`src/rtl/bslc_pkg.sv`:
```
// ----------------------------------------------------------------------------
// bslc_pkg
// Types and constants shared by the button sequence lock controller modules.
// ----------------------------------------------------------------------------
`default_nettype none

package bslc_pkg;

  // Configuration register data width, register index width and tap count width.
  localparam int unsigned CFG_W     = 16;
  localparam int unsigned CFG_IDX_W = 3;
  localparam int unsigned TAP_W     = 4;

  // Configuration register indices.
  localparam logic [CFG_IDX_W-1:0] CFG_DEBOUNCE   = 3'd0;
  localparam logic [CFG_IDX_W-1:0] CFG_HOLD       = 3'd1;
  localparam logic [CFG_IDX_W-1:0] CFG_TAP_TMO    = 3'd2;
  localparam logic [CFG_IDX_W-1:0] CFG_LOCK_TAPS  = 3'd3;
  localparam logic [CFG_IDX_W-1:0] CFG_UNLOCK_TAPS = 3'd4;
  localparam logic [CFG_IDX_W-1:0] CFG_RED_ON     = 3'd5;
  localparam logic [CFG_IDX_W-1:0] CFG_GREEN_OFF  = 3'd6;

  // Register values after reset.
  localparam logic [CFG_W-1:0] DEF_DEBOUNCE    = 16'd50;
  localparam logic [CFG_W-1:0] DEF_HOLD        = 16'd10000;
  localparam logic [CFG_W-1:0] DEF_TAP_TMO     = 16'd5000;
  localparam logic [TAP_W-1:0] DEF_LOCK_TAPS   = 4'd5;
  localparam logic [TAP_W-1:0] DEF_UNLOCK_TAPS = 4'd3;
  localparam logic [CFG_W-1:0] DEF_RED_ON      = 16'd5000;
  localparam logic [CFG_W-1:0] DEF_GREEN_OFF   = 16'd1500;

  // Power key pulse pattern: counter width and phase boundaries.
  localparam int unsigned PAT_W = 12;
  localparam logic [PAT_W-1:0] PAT_OFF1_AT = 12'd2000;
  localparam logic [PAT_W-1:0] PAT_ON2_AT  = 12'd2200;
  localparam logic [PAT_W-1:0] PAT_OFF2_AT = 12'd2700;
  localparam logic [PAT_W-1:0] PAT_ON3_AT  = 12'd2900;
  localparam logic [PAT_W-1:0] PAT_END_AT  = 12'd3200;

  // Pattern phases; idle means no pattern is running.
  typedef enum logic [2:0] {
    PH_IDLE = 3'd0,
    PH_ON1  = 3'd1,
    PH_OFF1 = 3'd2,
    PH_ON2  = 3'd3,
    PH_OFF2 = 3'd4,
    PH_TAIL = 3'd5
  } pat_phase_t;

  // Configuration register file contents.
  typedef struct packed {
    logic [CFG_W-1:0] debounce_ticks;
    logic [CFG_W-1:0] hold_ticks;
    logic [CFG_W-1:0] tap_timeout_ticks;
    logic [TAP_W-1:0] lock_tap_count;
    logic [TAP_W-1:0] unlock_tap_count;
    logic [CFG_W-1:0] red_on_ticks;
    logic [CFG_W-1:0] green_off_delay_ticks;
  } cfg_t;

  // Debounced button level and its edges for the current tick.
  typedef struct packed {
    logic stable;
    logic pressed;
    logic released;
  } btn_evt_t;

  // Lock sequencer status after the current tick.
  typedef struct packed {
    logic             locked;
    logic             red_led;
    logic             window;
    logic [TAP_W-1:0] taps;
  } lock_stat_t;

endpackage

`default_nettype wire

```
`src/rtl/bslc_channels.sv`:
```
// ----------------------------------------------------------------------------
// bslc channels
// Valid/ready channels for tick items and result items.
// ----------------------------------------------------------------------------
`default_nettype none

interface bslc_tick_if;
  logic valid;
  logic ready;
  logic button_pressed;
  logic power_led_on;

  modport source (output valid, output button_pressed, output power_led_on, input ready);
  modport sink   (input valid, input button_pressed, input power_led_on, output ready);
endinterface

interface bslc_result_if;
  logic       valid;
  logic       ready;
  logic       power_key_level;
  logic       red_led;
  logic       locked_flag;
  logic       green_level;
  logic       tap_window;
  logic [3:0] taps_seen;

  modport source (output valid, output power_key_level, output red_led, output locked_flag,
                  output green_level, output tap_window, output taps_seen, input ready);
  modport sink   (input valid, input power_key_level, input red_led, input locked_flag,
                  input green_level, input tap_window, input taps_seen, output ready);
endinterface

`default_nettype wire

```
`src/rtl/bslc_input_cond.sv`:
```
// ----------------------------------------------------------------------------
// bslc_input_cond
// Button debouncer with edge detection, and off-delay filter for power status.
// ----------------------------------------------------------------------------
`default_nettype none

module bslc_input_cond #(
  parameter int unsigned TIMER_BITS = 16
) (
  input  wire logic              clk,
  input  wire logic              rst,
  input  wire logic              step,
  input  wire bslc_pkg::cfg_t    cfg,
  input  wire logic              button_raw,
  input  wire logic              power_raw,
  output bslc_pkg::btn_evt_t     btn,
  output logic                   green_next
);

  localparam int unsigned CW = (TIMER_BITS > bslc_pkg::CFG_W) ? TIMER_BITS : bslc_pkg::CFG_W;

  logic                  sample_prev;
  logic [TIMER_BITS-1:0] debounce_count;
  logic [TIMER_BITS-1:0] debounce_count_next;
  logic                  button_stable;
  logic                  button_stable_next;
  logic                  green_state;
  logic                  green_off_active;
  logic                  green_off_active_next;
  logic [TIMER_BITS-1:0] green_off_count;
  logic [TIMER_BITS-1:0] green_off_count_next;

  // Debounce: the raw level is taken once it has stayed put long enough.
  always_comb begin
    if (button_raw != sample_prev) begin
      debounce_count_next = '0;
    end else if (&debounce_count) begin
      debounce_count_next = debounce_count;
    end else begin
      debounce_count_next = debounce_count + 1'b1;
    end
    if (CW'(debounce_count_next) >= CW'(cfg.debounce_ticks)) begin
      button_stable_next = button_raw;
    end else begin
      button_stable_next = button_stable;
    end
  end

  assign btn.stable   = button_stable_next;
  assign btn.pressed  = button_stable_next & ~button_stable;
  assign btn.released = ~button_stable_next & button_stable;

  // Green filter: rises at once, falls after a run of unpowered ticks.
  always_comb begin
    green_next            = green_state;
    green_off_active_next = green_off_active;
    green_off_count_next  = green_off_count;
    if (power_raw) begin
      green_next            = 1'b1;
      green_off_active_next = 1'b0;
      green_off_count_next  = '0;
    end else if (green_state) begin
      if (!green_off_active) begin
        green_off_active_next = 1'b1;
        green_off_count_next  = '0;
      end else begin
        if (!(&green_off_count)) begin
          green_off_count_next = green_off_count + 1'b1;
        end
        if (CW'(green_off_count_next) >= CW'(cfg.green_off_delay_ticks)) begin
          green_next = 1'b0;
        end
      end
    end
  end

  // State update on each accepted tick.
  always_ff @(posedge clk) begin
    if (rst) begin
      sample_prev      <= 1'b0;
      debounce_count   <= '0;
      button_stable    <= 1'b0;
      green_state      <= 1'b0;
      green_off_active <= 1'b0;
      green_off_count  <= '0;
    end else if (step) begin
      sample_prev      <= button_raw;
      debounce_count   <= debounce_count_next;
      button_stable    <= button_stable_next;
      green_state      <= green_next;
      green_off_active <= green_off_active_next;
      green_off_count  <= green_off_count_next;
    end
  end

endmodule

`default_nettype wire

```
`src/rtl/bslc_lock_seq.sv`:
```
// ----------------------------------------------------------------------------
// bslc_lock_seq
// Hold qualification, tap window, tap counting, lock state and red LED timer.
// ----------------------------------------------------------------------------
`default_nettype none

module bslc_lock_seq #(
  parameter int unsigned TIMER_BITS = 16
) (
  input  wire logic               clk,
  input  wire logic               rst,
  input  wire logic               step,
  input  wire bslc_pkg::cfg_t     cfg,
  input  wire bslc_pkg::btn_evt_t btn,
  output bslc_pkg::lock_stat_t    stat
);

  localparam int unsigned CW = (TIMER_BITS > bslc_pkg::CFG_W) ? TIMER_BITS : bslc_pkg::CFG_W;
  localparam logic [TIMER_BITS-1:0] TMAX = '1;

  logic                           hold_armed;
  logic                           hold_armed_next;
  logic [TIMER_BITS-1:0]          hold_count;
  logic [TIMER_BITS-1:0]          hold_count_next;
  logic                           hold_ok;
  logic                           hold_ok_next;
  logic                           window_open;
  logic                           window_open_next;
  logic [TIMER_BITS-1:0]          window_count;
  logic [TIMER_BITS-1:0]          window_count_next;
  logic [bslc_pkg::TAP_W-1:0]     tap_total;
  logic [bslc_pkg::TAP_W-1:0]     tap_total_next;
  logic                           lock_state;
  logic                           lock_state_next;
  logic [TIMER_BITS-1:0]          red_remaining;
  logic [TIMER_BITS-1:0]          red_remaining_next;
  logic [TIMER_BITS-1:0]          red_reload;
  logic                           opened;

  // The red on time is clipped to what the timer can hold.
  assign red_reload = (CW'(cfg.red_on_ticks) > CW'(TMAX)) ? TMAX
                                                           : TIMER_BITS'(cfg.red_on_ticks);

  // One tick of the sequencer, in the order the conditions are defined.
  always_comb begin
    hold_armed_next    = hold_armed;
    hold_count_next    = hold_count;
    hold_ok_next       = hold_ok;
    window_open_next   = window_open;
    window_count_next  = window_count;
    tap_total_next     = tap_total;
    lock_state_next    = lock_state;
    red_remaining_next = red_remaining;
    opened             = 1'b0;

    if (red_remaining != '0) begin
      red_remaining_next = red_remaining - 1'b1;
    end

    // Hold tracking.
    if (hold_armed && !(&hold_count)) begin
      hold_count_next = hold_count + 1'b1;
    end
    if (btn.pressed && !window_open_next) begin
      hold_armed_next = 1'b1;
      hold_count_next = '0;
      hold_ok_next    = 1'b0;
    end
    if (btn.stable && hold_armed_next && !window_open_next && !hold_ok_next &&
        CW'(hold_count_next) >= CW'(cfg.hold_ticks)) begin
      hold_ok_next = 1'b1;
    end
    if (btn.released && hold_ok_next && !window_open_next) begin
      window_open_next  = 1'b1;
      window_count_next = '0;
      tap_total_next    = '0;
      opened            = 1'b1;
    end
    if (btn.released && !window_open_next) begin
      hold_armed_next = 1'b0;
      hold_ok_next    = 1'b0;
    end

    // Tap window: time out, or count a tap and check for a lock change.
    if (window_open_next) begin
      if (!opened && !(&window_count_next)) begin
        window_count_next = window_count_next + 1'b1;
      end
      if (CW'(window_count_next) > CW'(cfg.tap_timeout_ticks)) begin
        window_open_next = 1'b0;
        tap_total_next   = '0;
        hold_ok_next     = 1'b0;
      end else if (btn.pressed) begin
        if (!(&tap_total_next)) begin
          tap_total_next = tap_total_next + 1'b1;
        end
        if (!lock_state && tap_total_next >= cfg.lock_tap_count) begin
          lock_state_next    = 1'b1;
          red_remaining_next = red_reload;
          window_open_next   = 1'b0;
          tap_total_next     = '0;
          hold_ok_next       = 1'b0;
        end else if (lock_state && tap_total_next >= cfg.unlock_tap_count) begin
          lock_state_next    = 1'b0;
          red_remaining_next = '0;
          window_open_next   = 1'b0;
          tap_total_next     = '0;
          hold_ok_next       = 1'b0;
        end
      end
    end

    // Every press while locked restarts the red timer.
    if (lock_state_next && btn.pressed) begin
      red_remaining_next = red_reload;
    end
  end

  assign stat.locked  = lock_state_next;
  assign stat.red_led = lock_state_next && (red_remaining_next != '0);
  assign stat.window  = window_open_next;
  assign stat.taps    = tap_total_next;

  // State update on each accepted tick.
  always_ff @(posedge clk) begin
    if (rst) begin
      hold_armed    <= 1'b0;
      hold_count    <= '0;
      hold_ok       <= 1'b0;
      window_open   <= 1'b0;
      window_count  <= '0;
      tap_total     <= '0;
      lock_state    <= 1'b0;
      red_remaining <= '0;
    end else if (step) begin
      hold_armed    <= hold_armed_next;
      hold_count    <= hold_count_next;
      hold_ok       <= hold_ok_next;
      window_open   <= window_open_next;
      window_count  <= window_count_next;
      tap_total     <= tap_total_next;
      lock_state    <= lock_state_next;
      red_remaining <= red_remaining_next;
    end
  end

endmodule

`default_nettype wire

```
`src/rtl/bslc_key_pattern.sv`:
```
// ----------------------------------------------------------------------------
// bslc_key_pattern
// Power key drive: pulse pattern while locked and powered, button follower
// while unlocked.
// ----------------------------------------------------------------------------
`default_nettype none

module bslc_key_pattern (
  input  wire logic clk,
  input  wire logic rst,
  input  wire logic step,
  input  wire logic locked,
  input  wire logic power_raw,
  input  wire logic button_stable,
  output logic      key_level_next
);

  bslc_pkg::pat_phase_t          phase;
  bslc_pkg::pat_phase_t          phase_next;
  logic [bslc_pkg::PAT_W-1:0]    pattern_count;
  logic [bslc_pkg::PAT_W-1:0]    pattern_count_next;
  logic [bslc_pkg::PAT_W-1:0]    count_run;
  logic                          key_level;

  // The pattern counter runs whenever a pattern is in progress, saturating.
  always_comb begin
    if (phase != bslc_pkg::PH_IDLE && !(&pattern_count)) begin
      count_run = pattern_count + 1'b1;
    end else begin
      count_run = pattern_count;
    end
  end

  // Next phase: at most one phase step per tick.
  always_comb begin
    phase_next         = phase;
    pattern_count_next = count_run;
    if (locked && power_raw) begin
      if (phase == bslc_pkg::PH_IDLE) begin
        phase_next         = bslc_pkg::PH_ON1;
        pattern_count_next = '0;
      end else begin
        case (phase)
          bslc_pkg::PH_ON1: begin
            if (count_run >= bslc_pkg::PAT_OFF1_AT) phase_next = bslc_pkg::PH_OFF1;
          end
          bslc_pkg::PH_OFF1: begin
            if (count_run >= bslc_pkg::PAT_ON2_AT) phase_next = bslc_pkg::PH_ON2;
          end
          bslc_pkg::PH_ON2: begin
            if (count_run >= bslc_pkg::PAT_OFF2_AT) phase_next = bslc_pkg::PH_OFF2;
          end
          bslc_pkg::PH_OFF2: begin
            if (count_run >= bslc_pkg::PAT_ON3_AT) phase_next = bslc_pkg::PH_TAIL;
          end
          bslc_pkg::PH_TAIL: begin
            if (count_run >= bslc_pkg::PAT_END_AT) phase_next = bslc_pkg::PH_IDLE;
          end
          default: phase_next = phase;
        endcase
      end
    end else if (!locked) begin
      phase_next = bslc_pkg::PH_IDLE;
    end
  end

  // Key level: follows the button when unlocked, holds when locked without
  // power, and otherwise takes the level of the phase being entered.
  always_comb begin
    key_level_next = key_level;
    if (!locked) begin
      key_level_next = button_stable;
    end else if (power_raw) begin
      case (phase_next)
        bslc_pkg::PH_ON1, bslc_pkg::PH_ON2, bslc_pkg::PH_TAIL: key_level_next = 1'b1;
        bslc_pkg::PH_OFF1, bslc_pkg::PH_OFF2:                  key_level_next = 1'b0;
        default:                                               key_level_next = key_level;
      endcase
    end
  end

  // State update on each accepted tick; the key rests at the ON level.
  always_ff @(posedge clk) begin
    if (rst) begin
      phase         <= bslc_pkg::PH_IDLE;
      pattern_count <= '0;
      key_level     <= 1'b1;
    end else if (step) begin
      phase         <= phase_next;
      pattern_count <= pattern_count_next;
      key_level     <= key_level_next;
    end
  end

endmodule

`default_nettype wire

```
`src/rtl/button_sequence_lock_controller_unit.sv`:
```
// ----------------------------------------------------------------------------
// button_sequence_lock_controller_unit
// Tap-sequence lock controller advanced by one tick item per transaction.
//
//   Channel   Direction  Payload                                   Handshake
//   in_ch     sink       button_pressed, power_led_on              valid/ready
//   out_ch    source     power_key_level, red_led, locked_flag,    valid/ready
//                        green_level, tap_window, taps_seen
//   cfg       write      cfg_wr_en, cfg_index, cfg_wdata           enable only
//
// One tick is taken per cycle while in_ch.ready is high; its result appears
// in the output register on the next cycle, where it waits until out_ch.ready.
// in_ch.ready is high whenever the output register is empty or being read, so
// a stalled result only holds the input back while it is itself unread.
// Synchronous reset loads the register defaults, clears all sequencer state
// and sets the power key to its ON level.
// ----------------------------------------------------------------------------
`default_nettype none

module button_sequence_lock_controller_unit #(
  parameter int unsigned TIMER_BITS = 16
) (
  input  wire logic                             clk,
  input  wire logic                             rst,
  bslc_tick_if.sink                             in_ch,
  bslc_result_if.source                         out_ch,
  input  wire logic                             cfg_wr_en,
  input  wire logic [bslc_pkg::CFG_IDX_W-1:0]   cfg_index,
  input  wire logic [bslc_pkg::CFG_W-1:0]       cfg_wdata
);

  bslc_pkg::cfg_t       cfg;
  bslc_pkg::btn_evt_t   btn;
  bslc_pkg::lock_stat_t stat;
  logic                 green_next;
  logic                 key_next;
  logic                 step;
  logic                 out_valid;

  // Configuration register file.
  always_ff @(posedge clk) begin
    if (rst) begin
      cfg.debounce_ticks        <= bslc_pkg::DEF_DEBOUNCE;
      cfg.hold_ticks            <= bslc_pkg::DEF_HOLD;
      cfg.tap_timeout_ticks     <= bslc_pkg::DEF_TAP_TMO;
      cfg.lock_tap_count        <= bslc_pkg::DEF_LOCK_TAPS;
      cfg.unlock_tap_count      <= bslc_pkg::DEF_UNLOCK_TAPS;
      cfg.red_on_ticks          <= bslc_pkg::DEF_RED_ON;
      cfg.green_off_delay_ticks <= bslc_pkg::DEF_GREEN_OFF;
    end else if (cfg_wr_en) begin
      case (cfg_index)
        bslc_pkg::CFG_DEBOUNCE:    cfg.debounce_ticks        <= cfg_wdata;
        bslc_pkg::CFG_HOLD:        cfg.hold_ticks            <= cfg_wdata;
        bslc_pkg::CFG_TAP_TMO:     cfg.tap_timeout_ticks     <= cfg_wdata;
        bslc_pkg::CFG_LOCK_TAPS:   cfg.lock_tap_count        <= cfg_wdata[bslc_pkg::TAP_W-1:0];
        bslc_pkg::CFG_UNLOCK_TAPS: cfg.unlock_tap_count      <= cfg_wdata[bslc_pkg::TAP_W-1:0];
        bslc_pkg::CFG_RED_ON:      cfg.red_on_ticks          <= cfg_wdata;
        bslc_pkg::CFG_GREEN_OFF:   cfg.green_off_delay_ticks <= cfg_wdata;
        default: ;
      endcase
    end
  end

  // Handshake: accept while the output register is free or being emptied.
  assign in_ch.ready  = !out_valid || out_ch.ready;
  assign step         = in_ch.valid && in_ch.ready;
  assign out_ch.valid = out_valid;

  bslc_input_cond #(
    .TIMER_BITS (TIMER_BITS)
  ) u_input_cond (
    .clk        (clk),
    .rst        (rst),
    .step       (step),
    .cfg        (cfg),
    .button_raw (in_ch.button_pressed),
    .power_raw  (in_ch.power_led_on),
    .btn        (btn),
    .green_next (green_next)
  );

  bslc_lock_seq #(
    .TIMER_BITS (TIMER_BITS)
  ) u_lock_seq (
    .clk  (clk),
    .rst  (rst),
    .step (step),
    .cfg  (cfg),
    .btn  (btn),
    .stat (stat)
  );

  bslc_key_pattern u_key_pattern (
    .clk            (clk),
    .rst            (rst),
    .step           (step),
    .locked         (stat.locked),
    .power_raw      (in_ch.power_led_on),
    .button_stable  (btn.stable),
    .key_level_next (key_next)
  );

  // Result register.
  always_ff @(posedge clk) begin
    if (rst) begin
      out_valid <= 1'b0;
    end else if (step) begin
      out_valid <= 1'b1;
    end else if (out_ch.ready) begin
      out_valid <= 1'b0;
    end
  end

  always_ff @(posedge clk) begin
    if (step) begin
      out_ch.power_key_level <= key_next;
      out_ch.red_led         <= stat.red_led;
      out_ch.locked_flag     <= stat.locked;
      out_ch.green_level     <= green_next;
      out_ch.tap_window      <= stat.window;
      out_ch.taps_seen       <= stat.taps;
    end
  end

endmodule

`default_nettype wire
```
`src/flat_wrapper.sv`:
```
// flat-port wrapper written by rule: the top's interface ports become plain ports
module button_sequence_lock_controller_unit_flat 
#(
  parameter int unsigned TIMER_BITS = 16
)
  (clk, rst, cfg_wr_en, cfg_index, cfg_wdata, in_ch_valid, in_ch_button_pressed, in_ch_power_led_on, in_ch_ready, out_ch_valid, out_ch_power_key_level, out_ch_red_led, out_ch_locked_flag, out_ch_green_level, out_ch_tap_window, out_ch_taps_seen, out_ch_ready);
  bslc_tick_if in_ch_i ();
  bslc_result_if out_ch_i ();
  input  wire logic clk;
  input  wire logic rst;
  input  wire logic cfg_wr_en;
  input  wire logic [bslc_pkg::CFG_IDX_W-1:0] cfg_index;
  input  wire logic [bslc_pkg::CFG_W-1:0] cfg_wdata;
  input wire logic [$bits(in_ch_i.valid)-1:0] in_ch_valid;
  input wire logic [$bits(in_ch_i.button_pressed)-1:0] in_ch_button_pressed;
  input wire logic [$bits(in_ch_i.power_led_on)-1:0] in_ch_power_led_on;
  output wire logic [$bits(in_ch_i.ready)-1:0] in_ch_ready;
  output wire logic [$bits(out_ch_i.valid)-1:0] out_ch_valid;
  output wire logic [$bits(out_ch_i.power_key_level)-1:0] out_ch_power_key_level;
  output wire logic [$bits(out_ch_i.red_led)-1:0] out_ch_red_led;
  output wire logic [$bits(out_ch_i.locked_flag)-1:0] out_ch_locked_flag;
  output wire logic [$bits(out_ch_i.green_level)-1:0] out_ch_green_level;
  output wire logic [$bits(out_ch_i.tap_window)-1:0] out_ch_tap_window;
  output wire logic [$bits(out_ch_i.taps_seen)-1:0] out_ch_taps_seen;
  input wire logic [$bits(out_ch_i.ready)-1:0] out_ch_ready;
  assign in_ch_i.valid = in_ch_valid;
  assign in_ch_i.button_pressed = in_ch_button_pressed;
  assign in_ch_i.power_led_on = in_ch_power_led_on;
  assign in_ch_ready = in_ch_i.ready;
  assign out_ch_valid = out_ch_i.valid;
  assign out_ch_power_key_level = out_ch_i.power_key_level;
  assign out_ch_red_led = out_ch_i.red_led;
  assign out_ch_locked_flag = out_ch_i.locked_flag;
  assign out_ch_green_level = out_ch_i.green_level;
  assign out_ch_tap_window = out_ch_i.tap_window;
  assign out_ch_taps_seen = out_ch_i.taps_seen;
  assign out_ch_i.ready = out_ch_ready;
  button_sequence_lock_controller_unit #(.TIMER_BITS(TIMER_BITS)) u_core (.clk(clk), .rst(rst), .in_ch(in_ch_i), .out_ch(out_ch_i), .cfg_wr_en(cfg_wr_en), .cfg_index(cfg_index), .cfg_wdata(cfg_wdata));
endmodule
```
`config.mk`:
```
export PLATFORM = sky130hd
export DESIGN_NAME = button_sequence_lock_controller_unit_flat
export DESIGN_NICKNAME = d
export VERILOG_FILES = /design/src/rtl/bslc_pkg.sv /design/src/rtl/bslc_channels.sv /design/src/rtl/bslc_input_cond.sv /design/src/rtl/bslc_lock_seq.sv /design/src/rtl/bslc_key_pattern.sv /design/src/rtl/button_sequence_lock_controller_unit.sv /design/src/flat_wrapper.sv
export SDC_FILE = /design/constraint.sdc
export NUM_CORES = 1
export LEC_CHECK = 0
export BUFFER_PORTS_ARGS = -buffer_cell sky130_fd_sc_hd__buf_2
export CORE_ASPECT_RATIO = 1.5
export CORE_UTILIZATION = 50
export DETAILED_ROUTE_END_ITERATION = 6
export HOLD_SLACK_MARGIN = 0.02
export PLACE_DENSITY = 0.66
export SLEW_MARGIN = 20
export SYNTH_ARGS = -nofsm -noshare
export SYNTH_HDL_FRONTEND = slang
export SYNTH_SLANG_ARGS = --single-unit
```
`constraint.sdc`:
```
create_clock -name clk -period 10.67 [get_ports clk]
set_input_delay 2.134 -clock clk [delete_from_list [all_inputs] [get_ports clk]]
set_output_delay 2.134 -clock clk [all_outputs]
set_load 0.01 [all_outputs]
```
==> results of run 1 <==
-- worst max-delay path, delay by kind of cell (launching register included) --
kind	cells	cell delay (ns)
AO/OA/AOI/OAI	10	2.01
XOR/XNOR	2	0.41
adder cells (fa/ha/maj)	3	0.74
buffers and inverters	3	0.64
flip-flops	1	0.43
AND/OR/NAND/NOR	17	4.69
-- layout make-up --
| class | instances | area [um^2] |
|---|---|---|
| clock buffers | 32 | 649 |
| inverters | 88 | 330 |
| flip-flops and latches | 206 | 4210 |
| multi-input cells | 1269 | 7600 |
| repair buffers | 53 | 310 |
| well taps | 324 | 405 |
| fillers | 2307 | 10800 |
| clock inverters | 8 | 92.6 |
-- how the worst max path moves through the flow --
stage,to,cells after the start
global placement,u_core.out_ch.red_led,31
global route,u_core.out_ch.red_led,35
CTS,u_core.out_ch.red_led,35
detailed placement,u_core.out_ch.red_led,31
finish,u_core.out_ch.red_led,35
floorplan,u_core.u_key_pattern.key_level,33
-- cells by family (layout without fill, tap and decap cells) --
kind of cell | after synthesis | after routing
muxes | 24 | 24
AOI/OAI and AO/OA | 407 | 407
adders and majority gates | 80 | 80
buffers and inverters | 184 | 181
xor gates and xnor gates | 57 | 57
DFF | 206 | 206
and+or+nand+nor | 701 | 701
-- cells in the mapped netlist (8+ instances only) --
cell,count,area (um^2)
a211oi_1,14,105
a21o_1,20,150
a21oi_1,166,831
a22oi_1,27,203
a31oi_1,15,93.8
and2_1,9,56.3
and3_1,14,87.6
and4_1,8,70.1
buf_2,9,45.0
clkbuf_1,77,289
dfxtp_1,197,3940
edfxtp_1,9,270
ha_1,80,1000
inv_1,86,323
mux2_2,8,90.1
mux2i_1,16,160
nand2_1,306,1150
nand2b_1,17,106
nand3_1,61,305
nand4_1,31,194
nor2_1,139,522
nor2b_1,12,75.1
nor3_1,44,220
nor4_1,14,87.6
o211ai_1,23,173
o21ai_0,56,280
or3_1,20,125
xnor2_1,24,210
xor2_1,33,289
-- flip-flops by register name (all words and copies together), names as in the netlist, 3 cells and up --
register                             flops
u_core.cfg                              88
u_core.out_ch.taps_seen                  4
u_core.u_input_cond.debounce_count      16
u_core.u_input_cond.green_off_count     16
u_core.u_key_pattern.pattern_count      12
u_core.u_key_pattern.phase               3
u_core.u_lock_seq.hold_count            16
u_core.u_lock_seq.red_remaining         16
u_core.u_lock_seq.tap_total              4
u_core.u_lock_seq.window_count          16
-- power groups by stage --
| stage | Clock, mW | Combinational (mW) | Sequential [mW] |
|---|---|---|---|
| floorplan | 0 | 0.129 | 0.823 |
| global placement | 0 | 0.176 | 0.828 |
| detailed placement | 0 | 0.179 | 0.829 |
| CTS | 0.805 | 0.180 | 0.812 |
| global route | 0.835 | 0.200 | 0.814 |
| finish | 0.793 | 0.181 | 0.812 |
-- stage by stage --
step	instances	utilization [%]	hold slack, ns	instance area [um^2]	worst slack, ns
4_1_cts	1980	55.6	0.455	13600	1.63
5_1_grt	1980	55.7	0.479	13600	0.845
3_5_place_dp	1940	52.6	0.447	12900	1.24
2_1_floorplan	1659	-	0.436	12500	1.71
6_report	1980	55.7	0.452	13600	1.59
3_3_place_gp	1940	52.6	0.442	12900	1.45
-- metal layers --
metal,global-route usage (%),part of all wire [%]
met1,29.5,40
met2,50.0,52
met3,2.84,4.3
met4,10.4,3.2
met5,0,0
==> flow_summary.ini, run 1 <==
[run_status]
status = completed

[logic_synthesis]
synth-edff-count = 9
synth_mux_area_share_pct = 2.00
synth_cell_type_count = 83
synth-simple-area-share_pct = 25.9
ys.flop_type = dfxtp_1
synthCells = 1659
synth_area_um2 = 12500
synthXorXnorAreaFrac_pct = 3.99
seq_area_frac_synth_pct = 33.7
synth_top_family_by_area = simple AND/OR/NAND/NOR gates
synthesis.nets = 1765
synth.avg_cell_area_um2 = 7.54
ys_warn_count = 0
synth_adder_area_share_pct = 8.00
async_flop_share_pct = 0
synth-seq-cells = 206
synth-compound-area-share_pct = 20.7

[sta]
rsz0062_at_grt = false
tightest_slew_ns = 1.05
fmax_mhz = 110
period_share_pct = 85.1
relSlewSlack_pct = 29.7
maxSlewViolCount = 0
fin_setup_tns_ns = 0
finalHoldViolations = 0
finalClockSkew_ns = 0.0117
finalSetupViolations = 0
period_minus_slack_ns = 9.08

[power_and_ir_drop]
power_frac_comb_pct = 10.1
clkPwrFrac_pct = 44.4
peakVddDrop_mv = 0.109
switching_share_pct = 25.7
p_sw_uw = 459
p_total_mw = 1.79
power.density_nw_per_um2 = 131
p_leak_nw = 5.22
p_int_mw = 1.33
p_seq_share_pct = 45.5

[finish]
area_growth_pct = 8.69
final_nets = 1746
drive_gt1_share_pct = 7.07
mostFrequentLayoutCell = nand2_1
n_antenna_cell = 0
mostFrequentLayoutCells = nand2_1 (305), dfxtp_1 (197), a21oi_1 (166)

[clock_tree]
hold_buffers = 0
clock_latency_ns = 0.51
post_cts_buffers = 0
clockBufferDepth = 3
post_cts_resized = 0
cts_sinks = 206
cts_tree = built
htreeDepth = 1
cts_inserted_buffers = 22
cts_root_buffer = clkbuf_16
clkSlewWorstSetupHoldPaths_ns = 0.06

[job]
maxCapViolCount = 0

[floorplan]
std_cell_rows = 70
die_w_um = 131
io_pins = 37
initial_core_util_pct = 51.2
fp.dieH_um = 196
coreArea_um2 = 24400
die_area_um2 = 25700

[critical_path]
crit_path_end_kind = flop
cp_slowest_cell = nor2_2
regToRegSetupSlack_ns = 1.59
r2r-end = u_core.out_ch.red_led
critPathKind = reg -> reg
crit_fanout = 20
rr_worst_depth = 35
startpoint = u_core.u_input_cond.debounce_count[4]
r2r-start = u_core.u_input_cond.debounce_count[4]
cp.required_ns = 11.02
cpPeakStageDelay_ns = 0.57
startpoint_type = flop
cpMostUsedCell = nand4_1
crit_arrival_ns = 9.43

[worst_hold_path]
hold_depth = 2
holdPathEnd = u_core.cfg[61]
hp-class = reg -> reg
worstHoldStart = u_core.cfg[61]

[grt]
grt.total_usage_pct = 26.2
grt_pass1_vias = 11199
grt_overflow = 0
grt_max_degree = 75
antenna_found_initial = 0
grt_pass1_wl_mm = 55.7

[drt]
viasPerCell = 5.93
vias = 11735
routed_wl_mm = 33.8
routedWlPerCell_um = 17.1
dr.pass1.iters = 5
ant_nets = 0
drc = 0
drt-initial-drc-count = 651

[placed_design]
dpl.hpwl_mm = 24.0
numPortBuffers = 36
place_congestion = 0.854
(Power assumes the default switching activity.)
==> inputs of run 2 (changes only) <==
--- a/config.mk
+++ b/config.mk
@@ -14,4 +14,5 @@
 export SLEW_MARGIN = 20
 export SYNTH_ARGS = -nofsm -noshare
 export SYNTH_HDL_FRONTEND = slang
+export SYNTH_HIERARCHICAL = 1
 export SYNTH_SLANG_ARGS = --single-unit
==> run 2 against run 1 <==
Net effect:
- synthesized cell count decreased by 0.36%
- hold slack improved by 0.022 ns
- cell count increased by 0.10%
- flip-flop and latch count unchanged
- total power increased by 3.4%
- maximum frequency decreased by 10%
- first-iteration DRC count increased by 28%
- largest cell class unchanged
==> flow_summary.ini, run 2 <==
[run_status]
status = completed

[drt]
drt-initial-drc-count = 835
drt-met1-wl_mm = 15.3
met2_length_mm = 18.0
dr.pass1.iters = 5
routedWlPerCell_um = 18.2
routed_wl_mm = 36.0
wl_met3_mm = 1.57
drc = 0
ant_nets = 0
vias = 11933
viasPerCell = 6.02
top_layer = met5

[placed_design]
numPortBuffers = 36
dpl.hpwl_mm = 26.1
place_congestion = 0.947
placed_area_um2 = 13900
pre_cts_ws_ns = 0.0436

[floorplan]
coreArea_um2 = 26600
io_pins = 37
fp.dieH_um = 204
die_area_um2 = 27800
std_cell_rows = 73
initial_core_util_pct = 51.1
die_w_um = 137

[sta]
finalHoldViolations = 0
relSlewSlack_pct = 25.1
fmax_mhz = 99.0
period_minus_slack_ns = 10.10
rsz0062_at_grt = false
tightest_slew_ns = 1.12
maxSlewViolCount = 0
fin_ws_ns = 0.569
finalClockSkew_ns = 0.0105
fin_setup_tns_ns = 0
period_share_pct = 94.7
finalSetupViolations = 0

[grt]
grt_max_degree = 83
antenna_found_initial = 1
grt_pass1_vias = 11113
grt_pass1_wl_mm = 57.9
grt_overflow = 0
grt.total_usage_pct = 26.1

[power_and_ir_drop]
peakVddDrop_mv = 0.140
p_total_mw = 1.85
power.density_nw_per_um2 = 125
p_leak_nw = 6.17

[clock_tree]
cts_inserted_buffers = 23
htreeDepth = 1
clockBufferDepth = 3
cts_root_buffer = clkbuf_16
clock_latency_ns = 0.51
cts_sinks = 206
clkSlewWorstSetupHoldPaths_ns = 0.06
hold_buffers = 0
cts_tree = built

[worst_hold_path]
hold_depth = 2
worstHoldStart = u_core/cfg[50]
hp-class = reg -> reg

[logic_synthesis]
synth_area_leaders = dfxtp_1 (29%), ha_1 (7.4%), mux2i_1 (7.0%), nor2_1 (4.8%), nand2b_1 (4.2%)
synthCells = 1653
yosysMostFrequentCell = dfxtp_1
synth.avg_cell_area_um2 = 8.21
seq_area_frac_synth_pct = 31.1
synth_area_um2 = 13600
synth-seq-cells = 206
synth.largest_area_cell = dfxtp_1
synth_cell_type_count = 101
ys_warn_count = 6
ys.flop_type = dfxtp_1
synthesis.nets = 1759
async_flop_share_pct = 0
synth_common_cells = dfxtp_1 (197), nor2_1 (175), a21oi_1 (101), inv_1 (95), mux2i_1 (95)
synth-edff-count = 9
yosysTopAreaCellShare_pct = 29.1

[critical_path]
startpoint_type = input port
r2r-start = u_core/u_input_cond/debounce_count[0]
crit_buf_inv = 6
cp.required_ns = 11.01
crit_cells = 38
critPathKind = in -> reg
cp_slowest_cell = nor2_1
cpPeakStageDelay_ns = 0.77
rr_worst_depth = 40
cpMostUsedCell = nor2_1
crit_fanout = 30
crit_path_end_kind = flop
crit_arrival_ns = 10.44
startpoint = in_ch_button_pressed
critPathTopFamily = simple AND/OR/NAND/NOR gates

[finish]
final_nets = 1735
mostFrequentLayoutCells = dfxtp_1 (197), nor2_1 (175), a21oi_1 (101)
n_antenna_cell = 0
drive_gt1_share_pct = 9.54
largest_reg_flops = 88
fin_area_um2 = 14700
mostFrequentLayoutCell = dfxtp_1
area_growth_pct = 8.55
largest-register = u_core/cfg
final_core_util_pct = 55.4

[job]
maxCapViolCount = 0
==> run 2: logic make-up (layout without fill, tap and decap cells) <==
family	Yosys count	count (layout)	synth area share [%]
buffers and inverters	198	190	6.32
AO/OA/AOI/OAI	378	378	18.9
XOR/XNOR	61	61	3.94
AND/OR/NAND/NOR	633	633	25.2
multiplexers	97	97	7.17
flip-flops	206	206	31.1
adder cells (fa/ha/maj)	80	80	7.38
==> run 2: worst register-to-register path: cells and delay by family, from the launching register on <==
family / cells / cell delay, ns
compound gates: 9 / 2.04
xor+xnor: 2 / 0.34
fa+ha+maj: 5 / 1.64
buf+inv: 4 / 0.61
flops: 1 / 0.46
simple gates: 20 / 4.42
==> run 2: power by group <==
part / switching [mW] / total (mW) / internal [mW]
logic: 0.120 / 0.189 / 0.0691
registers: 0.0172 / 0.809 / 0.792
clock network: 0.333 / 0.849 / 0.516
==> run 2: what timing repair did <==
| action | CTS | global route |
|---|---|---|
| gates resized for setup | 0 | 5 |
| buffers inserted | 0 | 0 |
| setup endpoints to repair | 0 | 7 |
==> run 2: per-stage QoR <==
step / instances / hold WS [ns]
floorplan: 1653 / 0.449
global placement: 1939 / 0.462
detailed placement: 1939 / 0.460
CTS: 1980 / 0.477
global route: 1982 / 0.491
finish: 1982 / 0.475
==> run 2: worst paths after layout <==
check                               end  slack (ns)
hold reg to reg          u_core/cfg[50]        0.47
setup / recovery  u_core/out_ch.red_led        0.57
setup reg to reg  u_core/out_ch.red_led        0.99
hold / removal           u_core/cfg[50]        0.47
==> run 2: metal layers <==
metal | up-vias | global-route usage [%]
met5 | - | 0
met4 | 2 | 9.72
met3 | 68 | 2.59
met2 | 312 | 46.1
met1 | 5657 | 32.3
li1 | 5894 | -
==> run 2: area by class of cell <==
type / instances / area, um^2
Tap cell: 337 / 422
Inverter: 97 / 364
Clock buffer: 31 / 709
Timing Repair Buffer: 52 / 327
Fill cell: 2454 / 11800
Multi-Input combinational cell: 1249 / 8580
Clock inverter: 10 / 111
Sequential cell: 206 / 4210
